==> src/design/b64d_pkg.sv <==
// Shared types, constants and the character map for the Base64 stream decoder.
// No dependencies; the front, queue, back and top level refer to it by scoped names.
`default_nettype none

package b64d_pkg;

  // Group queue depth and its pointer width
  localparam int unsigned QDepth = 4;
  localparam int unsigned QPtrW  = $clog2(QDepth);
  localparam int unsigned QCntW  = $clog2(QDepth + 1);

  // Character codes
  localparam logic [7:0] CHAR_UPPER_A = 8'd65;
  localparam logic [7:0] CHAR_UPPER_Z = 8'd90;
  localparam logic [7:0] CHAR_LOWER_A = 8'd97;
  localparam logic [7:0] CHAR_LOWER_Z = 8'd122;
  localparam logic [7:0] CHAR_DIGIT_0 = 8'd48;
  localparam logic [7:0] CHAR_DIGIT_9 = 8'd57;
  localparam logic [7:0] CHAR_PLUS    = 8'd43;
  localparam logic [7:0] CHAR_SLASH   = 8'd47;
  localparam logic [7:0] CHAR_PAD     = 8'd61;
  localparam logic [7:0] LOWER_OFFSET = 8'd71;

  // Byte counts of a group record
  localparam logic [1:0] NBYTES_ONE   = 2'd1;
  localparam logic [1:0] NBYTES_THREE = 2'd3;

  // Byte positions within a group word
  localparam logic [1:0] BYTE_HIGH = 2'd0;
  localparam logic [1:0] BYTE_MID  = 2'd1;
  localparam logic [1:0] BYTE_LOW  = 2'd2;

  // Mapped character
  typedef struct packed {
    logic       ok;
    logic [5:0] val;
  } sextet_t;

  // One decoded group, passed from front to back
  typedef struct packed {
    logic [23:0] word;
    logic [1:0]  nbytes;
    logic        eom;
    logic        err;
  } group_t;

  // Queue status seen by both sides
  typedef struct packed {
    logic empty;
    logic full;
  } q_stat_t;

  // Standard alphabet lookup; anything else maps to zero and is flagged
  function automatic sextet_t map_char(input logic [7:0] c);
    sextet_t s;
    logic [7:0] t;
    s = '0;
    t = '0;
    case (c) inside
      [CHAR_UPPER_A:CHAR_UPPER_Z]: begin
        t = c - CHAR_UPPER_A;
        s.ok = 1'b1;
      end
      [CHAR_LOWER_A:CHAR_LOWER_Z]: begin
        t = c - LOWER_OFFSET;
        s.ok = 1'b1;
      end
      [CHAR_DIGIT_0:CHAR_DIGIT_9]: begin
        t = c + 8'd4;
        s.ok = 1'b1;
      end
      CHAR_PLUS: begin
        t = 8'd62;
        s.ok = 1'b1;
      end
      CHAR_SLASH: begin
        t = 8'd63;
        s.ok = 1'b1;
      end
      default: begin
        t = '0;
        s.ok = 1'b0;
      end
    endcase
    s.val = t[5:0];
    return s;
  endfunction

endpackage

`default_nettype wire

==> src/design/b64d_front.sv <==
// Front end: takes characters, maps them and builds one group record per group.
// Depends on b64d_pkg for the character map and the group record type.
`default_nettype none

module b64d_front (
  input  wire logic             clk,
  input  wire logic             rst,
  input  wire logic             in_valid,
  output logic                  in_ready,
  input  wire logic [7:0]       char_code,
  input  wire logic             end_of_message,
  input  wire b64d_pkg::q_stat_t q_stat,
  output logic                  push,
  output b64d_pkg::group_t      push_rec
);

  logic [17:0]       acc;
  logic [1:0]        chars_in_group;
  logic [1:0]        pad_seen;
  logic              group_error;

  logic              take;
  logic              is_pad;
  b64d_pkg::sextet_t m;
  logic [1:0]        pads_next;
  logic              err_next;
  logic              group_done;

  assign in_ready = !q_stat.full;
  assign take     = in_valid && in_ready;

  // Classify the character against the group state
  always_comb begin
    m         = b64d_pkg::map_char(char_code);
    is_pad    = (char_code == b64d_pkg::CHAR_PAD) && chars_in_group[1];
    pads_next = is_pad ? (pad_seen + 2'd1) : pad_seen;
    err_next  = group_error | (!is_pad && (!m.ok || (pad_seen != 2'd0)));
  end

  assign group_done = (chars_in_group == 2'd3);

  // Group record: full group, or the flagged result of a cut-short group
  always_comb begin
    push = take && (group_done || end_of_message);
    if (!group_done) begin
      push_rec.word   = '0;
      push_rec.nbytes = b64d_pkg::NBYTES_ONE;
      push_rec.eom    = 1'b1;
      push_rec.err    = 1'b1;
    end else begin
      push_rec.word   = {acc, m.val};
      push_rec.nbytes = pads_next[1] ? b64d_pkg::NBYTES_ONE
                                     : (b64d_pkg::NBYTES_THREE - pads_next);
      push_rec.eom    = end_of_message;
      push_rec.err    = err_next;
    end
  end

  // Group state
  always_ff @(posedge clk) begin
    if (rst) begin
      acc            <= '0;
      chars_in_group <= '0;
      pad_seen       <= '0;
      group_error    <= 1'b0;
    end else if (take) begin
      if (group_done || end_of_message) begin
        acc            <= '0;
        chars_in_group <= '0;
        pad_seen       <= '0;
        group_error    <= 1'b0;
      end else begin
        acc            <= {acc[11:0], m.val};
        chars_in_group <= chars_in_group + 2'd1;
        pad_seen       <= pads_next;
        group_error    <= err_next;
      end
    end
  end

endmodule

`default_nettype wire

==> src/design/b64d_queue.sv <==
// Short register queue of group records between front and back.
// Depends on b64d_pkg for the record type, depth and status struct.
`default_nettype none

module b64d_queue (
  input  wire logic              clk,
  input  wire logic              rst,
  input  wire logic              push,
  input  wire b64d_pkg::group_t  push_rec,
  input  wire logic              pop,
  output b64d_pkg::group_t       head,
  output b64d_pkg::q_stat_t      q_stat
);

  b64d_pkg::group_t                  mem [b64d_pkg::QDepth];
  logic [b64d_pkg::QPtrW-1:0]        wr_ptr;
  logic [b64d_pkg::QPtrW-1:0]        rd_ptr;
  logic [b64d_pkg::QCntW-1:0]        count;
  logic                              do_push;
  logic                              do_pop;

  assign q_stat.empty = (count == '0);
  assign q_stat.full  = (count == b64d_pkg::QCntW'(b64d_pkg::QDepth));
  assign do_push      = push && !q_stat.full;
  assign do_pop       = pop && !q_stat.empty;
  assign head         = mem[rd_ptr];

  // Storage
  always_ff @(posedge clk) begin
    if (do_push) begin
      mem[wr_ptr] <= push_rec;
    end
  end

  // Pointers and fill count
  always_ff @(posedge clk) begin
    if (rst) begin
      wr_ptr <= '0;
      rd_ptr <= '0;
      count  <= '0;
    end else begin
      if (do_push) begin
        wr_ptr <= wr_ptr + 1'b1;
      end
      if (do_pop) begin
        rd_ptr <= rd_ptr + 1'b1;
      end
      if (do_push && !do_pop) begin
        count <= count + 1'b1;
      end else if (do_pop && !do_push) begin
        count <= count - 1'b1;
      end
    end
  end

endmodule

`default_nettype wire

==> src/design/b64d_back.sv <==
// Back end: splits head group records into output register bytes, one per unstalled cycle.
// Depends on b64d_pkg for the record type and byte position codes.
`default_nettype none

module b64d_back (
  input  wire logic              clk,
  input  wire logic              rst,
  input  wire b64d_pkg::group_t  head,
  input  wire b64d_pkg::q_stat_t q_stat,
  output logic                   pop,
  output logic                   out_valid,
  input  wire logic              out_ready,
  output logic [7:0]             data_byte,
  output logic                   last_of_group,
  output logic                   message_end,
  output logic                   bad_input
);

  logic [1:0] byte_idx;
  logic       load;
  logic       is_last;
  logic [7:0] sel_byte;

  assign load    = !q_stat.empty && (!out_valid || out_ready);
  assign is_last = ((byte_idx + 2'd1) == head.nbytes);
  assign pop     = load && is_last;

  // Byte select, high byte first
  always_comb begin
    case (byte_idx)
      b64d_pkg::BYTE_HIGH: sel_byte = head.word[23:16];
      b64d_pkg::BYTE_MID:  sel_byte = head.word[15:8];
      b64d_pkg::BYTE_LOW:  sel_byte = head.word[7:0];
      default:             sel_byte = '0;
    endcase
  end

  // Output register and byte counter
  always_ff @(posedge clk) begin
    if (rst) begin
      out_valid <= 1'b0;
      byte_idx  <= '0;
    end else if (load) begin
      out_valid <= 1'b1;
      byte_idx  <= is_last ? 2'd0 : (byte_idx + 2'd1);
    end else if (out_ready) begin
      out_valid <= 1'b0;
    end
  end

  // Payload: no reset needed
  always_ff @(posedge clk) begin
    if (load) begin
      data_byte     <= sel_byte;
      last_of_group <= is_last;
      message_end   <= is_last && head.eom;
      bad_input     <= head.err;
    end
  end

endmodule

`default_nettype wire

==> src/design/base64_stream_decoder.sv <==
// Top level of the Base64 stream decoder: front end, group queue and byte back end.
// Depends on b64d_pkg, b64d_front, b64d_queue and b64d_back.
//
//  channel | handshake            | payload
//  --------+----------------------+----------------------------------------------------
//  in      | in_valid / in_ready  | char_code[7:0], end_of_message
//  out     | out_valid / out_ready| data_byte[7:0], last_of_group, message_end, bad_input
//
// One character is taken per cycle while the group queue has room (4 records).
// Unstalled, the back end sends one byte per cycle: 3 bytes per 4 characters keep pace;
// a completing character's record is queued; its first byte then goes out registered.
// Reset is synchronous and clears group state, queue pointers and the output valid.
// A stall on the output fills the queue; in_ready falls only when it is full.
`default_nettype none

module base64_stream_decoder (
  input  wire logic       clk,
  input  wire logic       rst,
  input  wire logic       in_valid,
  output logic            in_ready,
  input  wire logic [7:0] char_code,
  input  wire logic       end_of_message,
  output logic            out_valid,
  input  wire logic       out_ready,
  output logic [7:0]      data_byte,
  output logic            last_of_group,
  output logic            message_end,
  output logic            bad_input
);

  b64d_pkg::group_t  push_rec;
  b64d_pkg::group_t  head;
  b64d_pkg::q_stat_t q_stat;
  logic              push;
  logic              pop;

  b64d_front u_front (
    .clk            (clk),
    .rst            (rst),
    .in_valid       (in_valid),
    .in_ready       (in_ready),
    .char_code      (char_code),
    .end_of_message (end_of_message),
    .q_stat         (q_stat),
    .push           (push),
    .push_rec       (push_rec)
  );

  b64d_queue u_queue (
    .clk      (clk),
    .rst      (rst),
    .push     (push),
    .push_rec (push_rec),
    .pop      (pop),
    .head     (head),
    .q_stat   (q_stat)
  );

  b64d_back u_back (
    .clk           (clk),
    .rst           (rst),
    .head          (head),
    .q_stat        (q_stat),
    .pop           (pop),
    .out_valid     (out_valid),
    .out_ready     (out_ready),
    .data_byte     (data_byte),
    .last_of_group (last_of_group),
    .message_end   (message_end),
    .bad_input     (bad_input)
  );

  // A message end only ever marks the last byte of a group
  a_end_is_last: assert property (@(posedge clk) disable iff (rst)
    out_valid |-> (!message_end || last_of_group))
    else $error("message_end without last_of_group");

  // A transfer carrying end of message always leaves a record queued or a byte pending
  a_eom_queued: assert property (@(posedge clk) disable iff (rst)
    (in_valid && in_ready && end_of_message) |=> (!q_stat.empty || out_valid))
    else $error("end of message transfer produced nothing");

  // No output straight after reset
  a_reset_idle: assert property (@(posedge clk)
    $past(rst) |-> !out_valid)
    else $error("output valid after reset");

endmodule

`default_nettype wire
==> config.mk <==
export PLATFORM = sky130hd
export DESIGN_NAME = base64_stream_decoder
export DESIGN_NICKNAME = d
export VERILOG_FILES = /design/src/design/b64d_pkg.sv /design/src/design/b64d_front.sv /design/src/design/b64d_queue.sv /design/src/design/b64d_back.sv /design/src/design/base64_stream_decoder.sv
export SDC_FILE = /design/constraint.sdc
export NUM_CORES = 1
export LEC_CHECK = 0
export ABC_AREA = 1
export BUFFER_PORTS_ARGS = -buffer_cell sky130_fd_sc_hd__buf_2
export CAP_MARGIN = 20
export CORE_AREA = 2 2 139 141
export DETAILED_ROUTE_END_ITERATION = 8
export DIE_AREA = 0 0 141 143
export GPL_TIMING_DRIVEN = 0
export PLACE_DENSITY = 0.61
export SLEW_MARGIN = 25
export SYNTH_ARGS = -nofsm -noshare
export SYNTH_HDL_FRONTEND = slang
export SYNTH_SLANG_ARGS = --single-unit
==> constraint.sdc <==
create_clock -name clk -period 4.2 [get_ports clk]
set_input_delay 0.63 -clock clk [delete_from_list [all_inputs] [get_ports clk]]
set_output_delay 0.63 -clock clk [all_outputs]
set_load 0.1 [all_outputs]
==> impl_metrics.py <==
metrics = {
    "cells_and_area": {
        "final_nets": 811,
        "area_growth_pct": 14.9,
        "drive_above_1_share": 0.110,
        "antenna_cells": 0,
        "fillerInstances": 1726,
    },
    "power": {
        "power_density_nw_per_um2": 608,
        "power_frac_comb": 0.345,
        "peakVddDrop_uv": 312,
        "swShare": 0.384,
        "power_switching_mw": 1.92,
        "p_seq_frac": 0.384,
        "clkPwrFrac": 0.271,
        "cellLeakagePower_nw": 3.33,
        "intPower_mw": 3.08,
    },
    "floorplan": {
        "dieArea_um2": 20200,
        "rows": 50,
        "die_w_um": 141,
        "start_util": 0.385,
        "design.core.area_um2": 18600,
        "die_h_um": 143,
        "design.portCount": 26,
    },
    "yosys": {
        "mappedNetlistNets": 766,
        "synth_edf_count": 123,
        "netlist.area_leader.share": 0.516,
        "synth_xor_area_frac": 0.0168,
        "async_flop_share": 0,
        "ys_seq_area_frac": 0.614,
        "synth_top_family_by_area": "simple AND/OR/NAND/NOR gates",
        "yosys-top-cells-area": "edfxtp_1 (52%), dfxtp_1 (9.8%), nand2_1 (8.5%)",
        "yosys_warnings": 0,
        "synthAdderAreaFrac": 0.0378,
        "synth_top_area_cell": "edfxtp_1",
        "ys_ff_latch": 158,
        "synthCells": 732,
        "synth_common_cells": "nand2_1 (162), edfxtp_1 (123), nor2_1 (82)",
        "synth_area_um2": 7160,
        "yosys.cell_types.count": 27,
        "avgSynthCellArea_um2": 9.78,
        "synth.most_common_cell": "nand2_1",
        "synthFlopType": "edfxtp_1",
        "yosys.area_share.simple": 0.174,
        "synth_compound_area_frac": 0.0960,
        "synthMuxAreaShare": 0,
    },
    "sta": {
        "clock.fmax_mhz": 403,
        "drv_slew": 0,
        "finalSetupViolations": 0,
        "setup_tns_ns": 0,
        "setup_ws_ns": 1.72,
        "tightest_slew_ns": 0.718,
        "fin_crit_ns": 2.48,
        "clock_skew_ns": 0.00590,
        "period_share": 0.591,
        "relSlewSlack": 0.521,
        "grt_setup_unrepaired": "false",
        "finalHoldViolCount": 0,
    },
    "drt": {
        "drt_wl_total_mm": 16.2,
        "routed-via-count": 5078,
        "drt_drc_violations_left": 0,
        "drt_iter0_drc": 385,
        "post_drt_wl_per_cell_um": 15.8,
        "viasPerCell": 4.96,
        "postRouteAntennaNets": 0,
        "dr.pass1.iters": 4,
    },
    "grt": {
        "grt_first_pass_wirelength_mm": 25.4,
        "antenna_found_initial": 0,
        "track_usage": 0.168,
        "grt_overflow": 0,
        "grt_pass1_vias": 4706,
        "grt_max_degree": 21,
    },
    "setup_path": {
        "reg2reg_depth": 13,
        "cp-start-kind": "flop",
        "endpoint_kind": "flop",
        "cp.required_ns": 4.51,
        "crit_arrival_ns": 2.79,
        "crit_fanout": 10,
        "critPathKind": "flop to flop",
    },
    "worst_hold_path": {
        "hold_path.class": "flop to flop",
        "holdPathStages": 2,
        "worstHoldStart": "u_front.acc[17]$_SDFFE_PP0P_",
    },
    "clocking": {
        "numCtsBuffers": 17,
        "cts.clk_slew.worst_paths_ns": 0.06,
        "postCtsSetupBuffers": 0,
        "cts_buffer_depth": 2,
        "clock-root-buffer": "clkbuf_16",
        "cts_hold_buf": 0,
        "cts.sinks": 158,
        "clk_latency_ns": 0.42,
        "ctsResizeCount": 0,
        "cts_htree_levels": 4,
        "cts_tree": "yes",
    },
    "status": {
        "status": "completed",
    },
    "job": {
        "cap_violations": 0,
    },
    "placed_design": {
        "hpwlAfterDp_mm": 11.2,
        "dp_slack_ns": 1.47,
        "place_congestion": 0.864,
        "portBuffers": 22,
    },
}
==> metrics by stage <==
stage | instances | hold slack, ns | util | instance area, um^2 | power [mW]
final | 1024 | 0.462 | 0.443 | 8220 | 5.00
after CTS | 1024 | 0.466 | 0.443 | 8220 | 5.03
after global routing | 1024 | 0.483 | 0.443 | 8220 | 5.25
after detailed placement | 992 | 0.456 | 0.415 | 7710 | 3.69
after global placement | 988 | 0.454 | 0.407 | 7560 | 3.64
after floorplan | 732 | 0.445 | - | 7160 | 3.24
==> cell usage in the layout (no fill, tap or decap), types with 6 or more instances in the layout <==
cell and n:
nand2_2 7, o21ai_0 56, o22ai_1 25, inv_1 72, nor2_1 78, a21oi_1 38, edfxtp_1 123, buf_2 36
nand3_1 44, clkinv_1 6, ha_1 20, dfxtp_1 35, clkbuf_1 21, o21ai_1 8, nand2_1 162, xor2_1 9
clkbuf_16 17
==> logic make-up (layout without fill, tap and decap cells) <==
kind of cell               after synthesis  in the layout
DFF                                    158            158
AOI/OAI and AO/OA                      129            129
xor gates and xnor gates                12             12
and+or+nand+nor                        303            303
buffers and inverters                  109            167
adders and majority gates               21             21
==> flip-flops by register name, summed over array words and instances (netlist names), named ones only <==
signal / flops
u_back.bad_input: 1
u_back.byte_idx: 2
u_back.data_byte: 8
u_back.last_of_group: 1
u_back.message_end: 1
u_back.out_valid: 1
u_front.acc: 18
u_front.chars_in_group: 2
u_front.group_error: 1
u_front.pad_seen: 2
u_queue.count: 3
u_queue.mem: 112
u_queue.rd_ptr: 2
u_queue.wr_ptr: 2
==> power groups by stage <==
stage	clock network (mW)	logic (mW)	registers [mW]
after floorplan	0	0.872	2.36
after global placement	0	1.68	1.96
after detailed placement	0	1.73	1.96
after CTS	1.37	1.74	1.92
after global routing	1.43	1.88	1.94
final	1.35	1.72	1.92
==> final timing paths <==
check	end	slack, ns
max	u_queue.count[1]$_SDFFE_PP0P_	1.72
min	u_front.acc[17]$_SDFFE_PP0P_	0.46
max reg2reg	u_queue.count[1]$_SDFFE_PP0P_	1.72
min reg2reg	u_front.acc[17]$_SDFFE_PP0P_	0.46
==> critical path: stages, from the launching register on <==
cell and delay, ns:
dfxtp_1 0.38, buf_4 0.21, inv_2 0.05, buf_6 0.15, nand2_2 0.07, nand3_2 0.07, nand2_2 0.09, xor2_2 0.21
nand3_2 0.17, ha_1 0.25, inv_1 0.09, fa_1 0.40, o21ai_0 0.16, a21oi_1 0.06
==> final cells by class <==
class,instances,area (um^2),share of cell area
sequential,158,4390,0.534
multi-input combinational,465,2360,0.287
clock buffer,21,440,0.0536
tap,234,293,0.0356
inverter,76,287,0.0348
timing repair buffer,26,220,0.0268
buffer,33,153,0.0186
clock inverter,11,75.1,0.00913
==> routing by layer <==
| metal | up-vias | global-route usage | share of wire |
|---|---|---|---|
| li1 | 2552 | - | - |
| met5 | - | 0 | 0 |
| met1 | 2376 | 0.226 | 0.47 |
| met4 | 0 | 0.0684 | 0.023 |
| met3 | 31 | 0.0325 | 0.039 |
| met2 | 119 | 0.269 | 0.47 |
(Power assumes the default switching activity.)
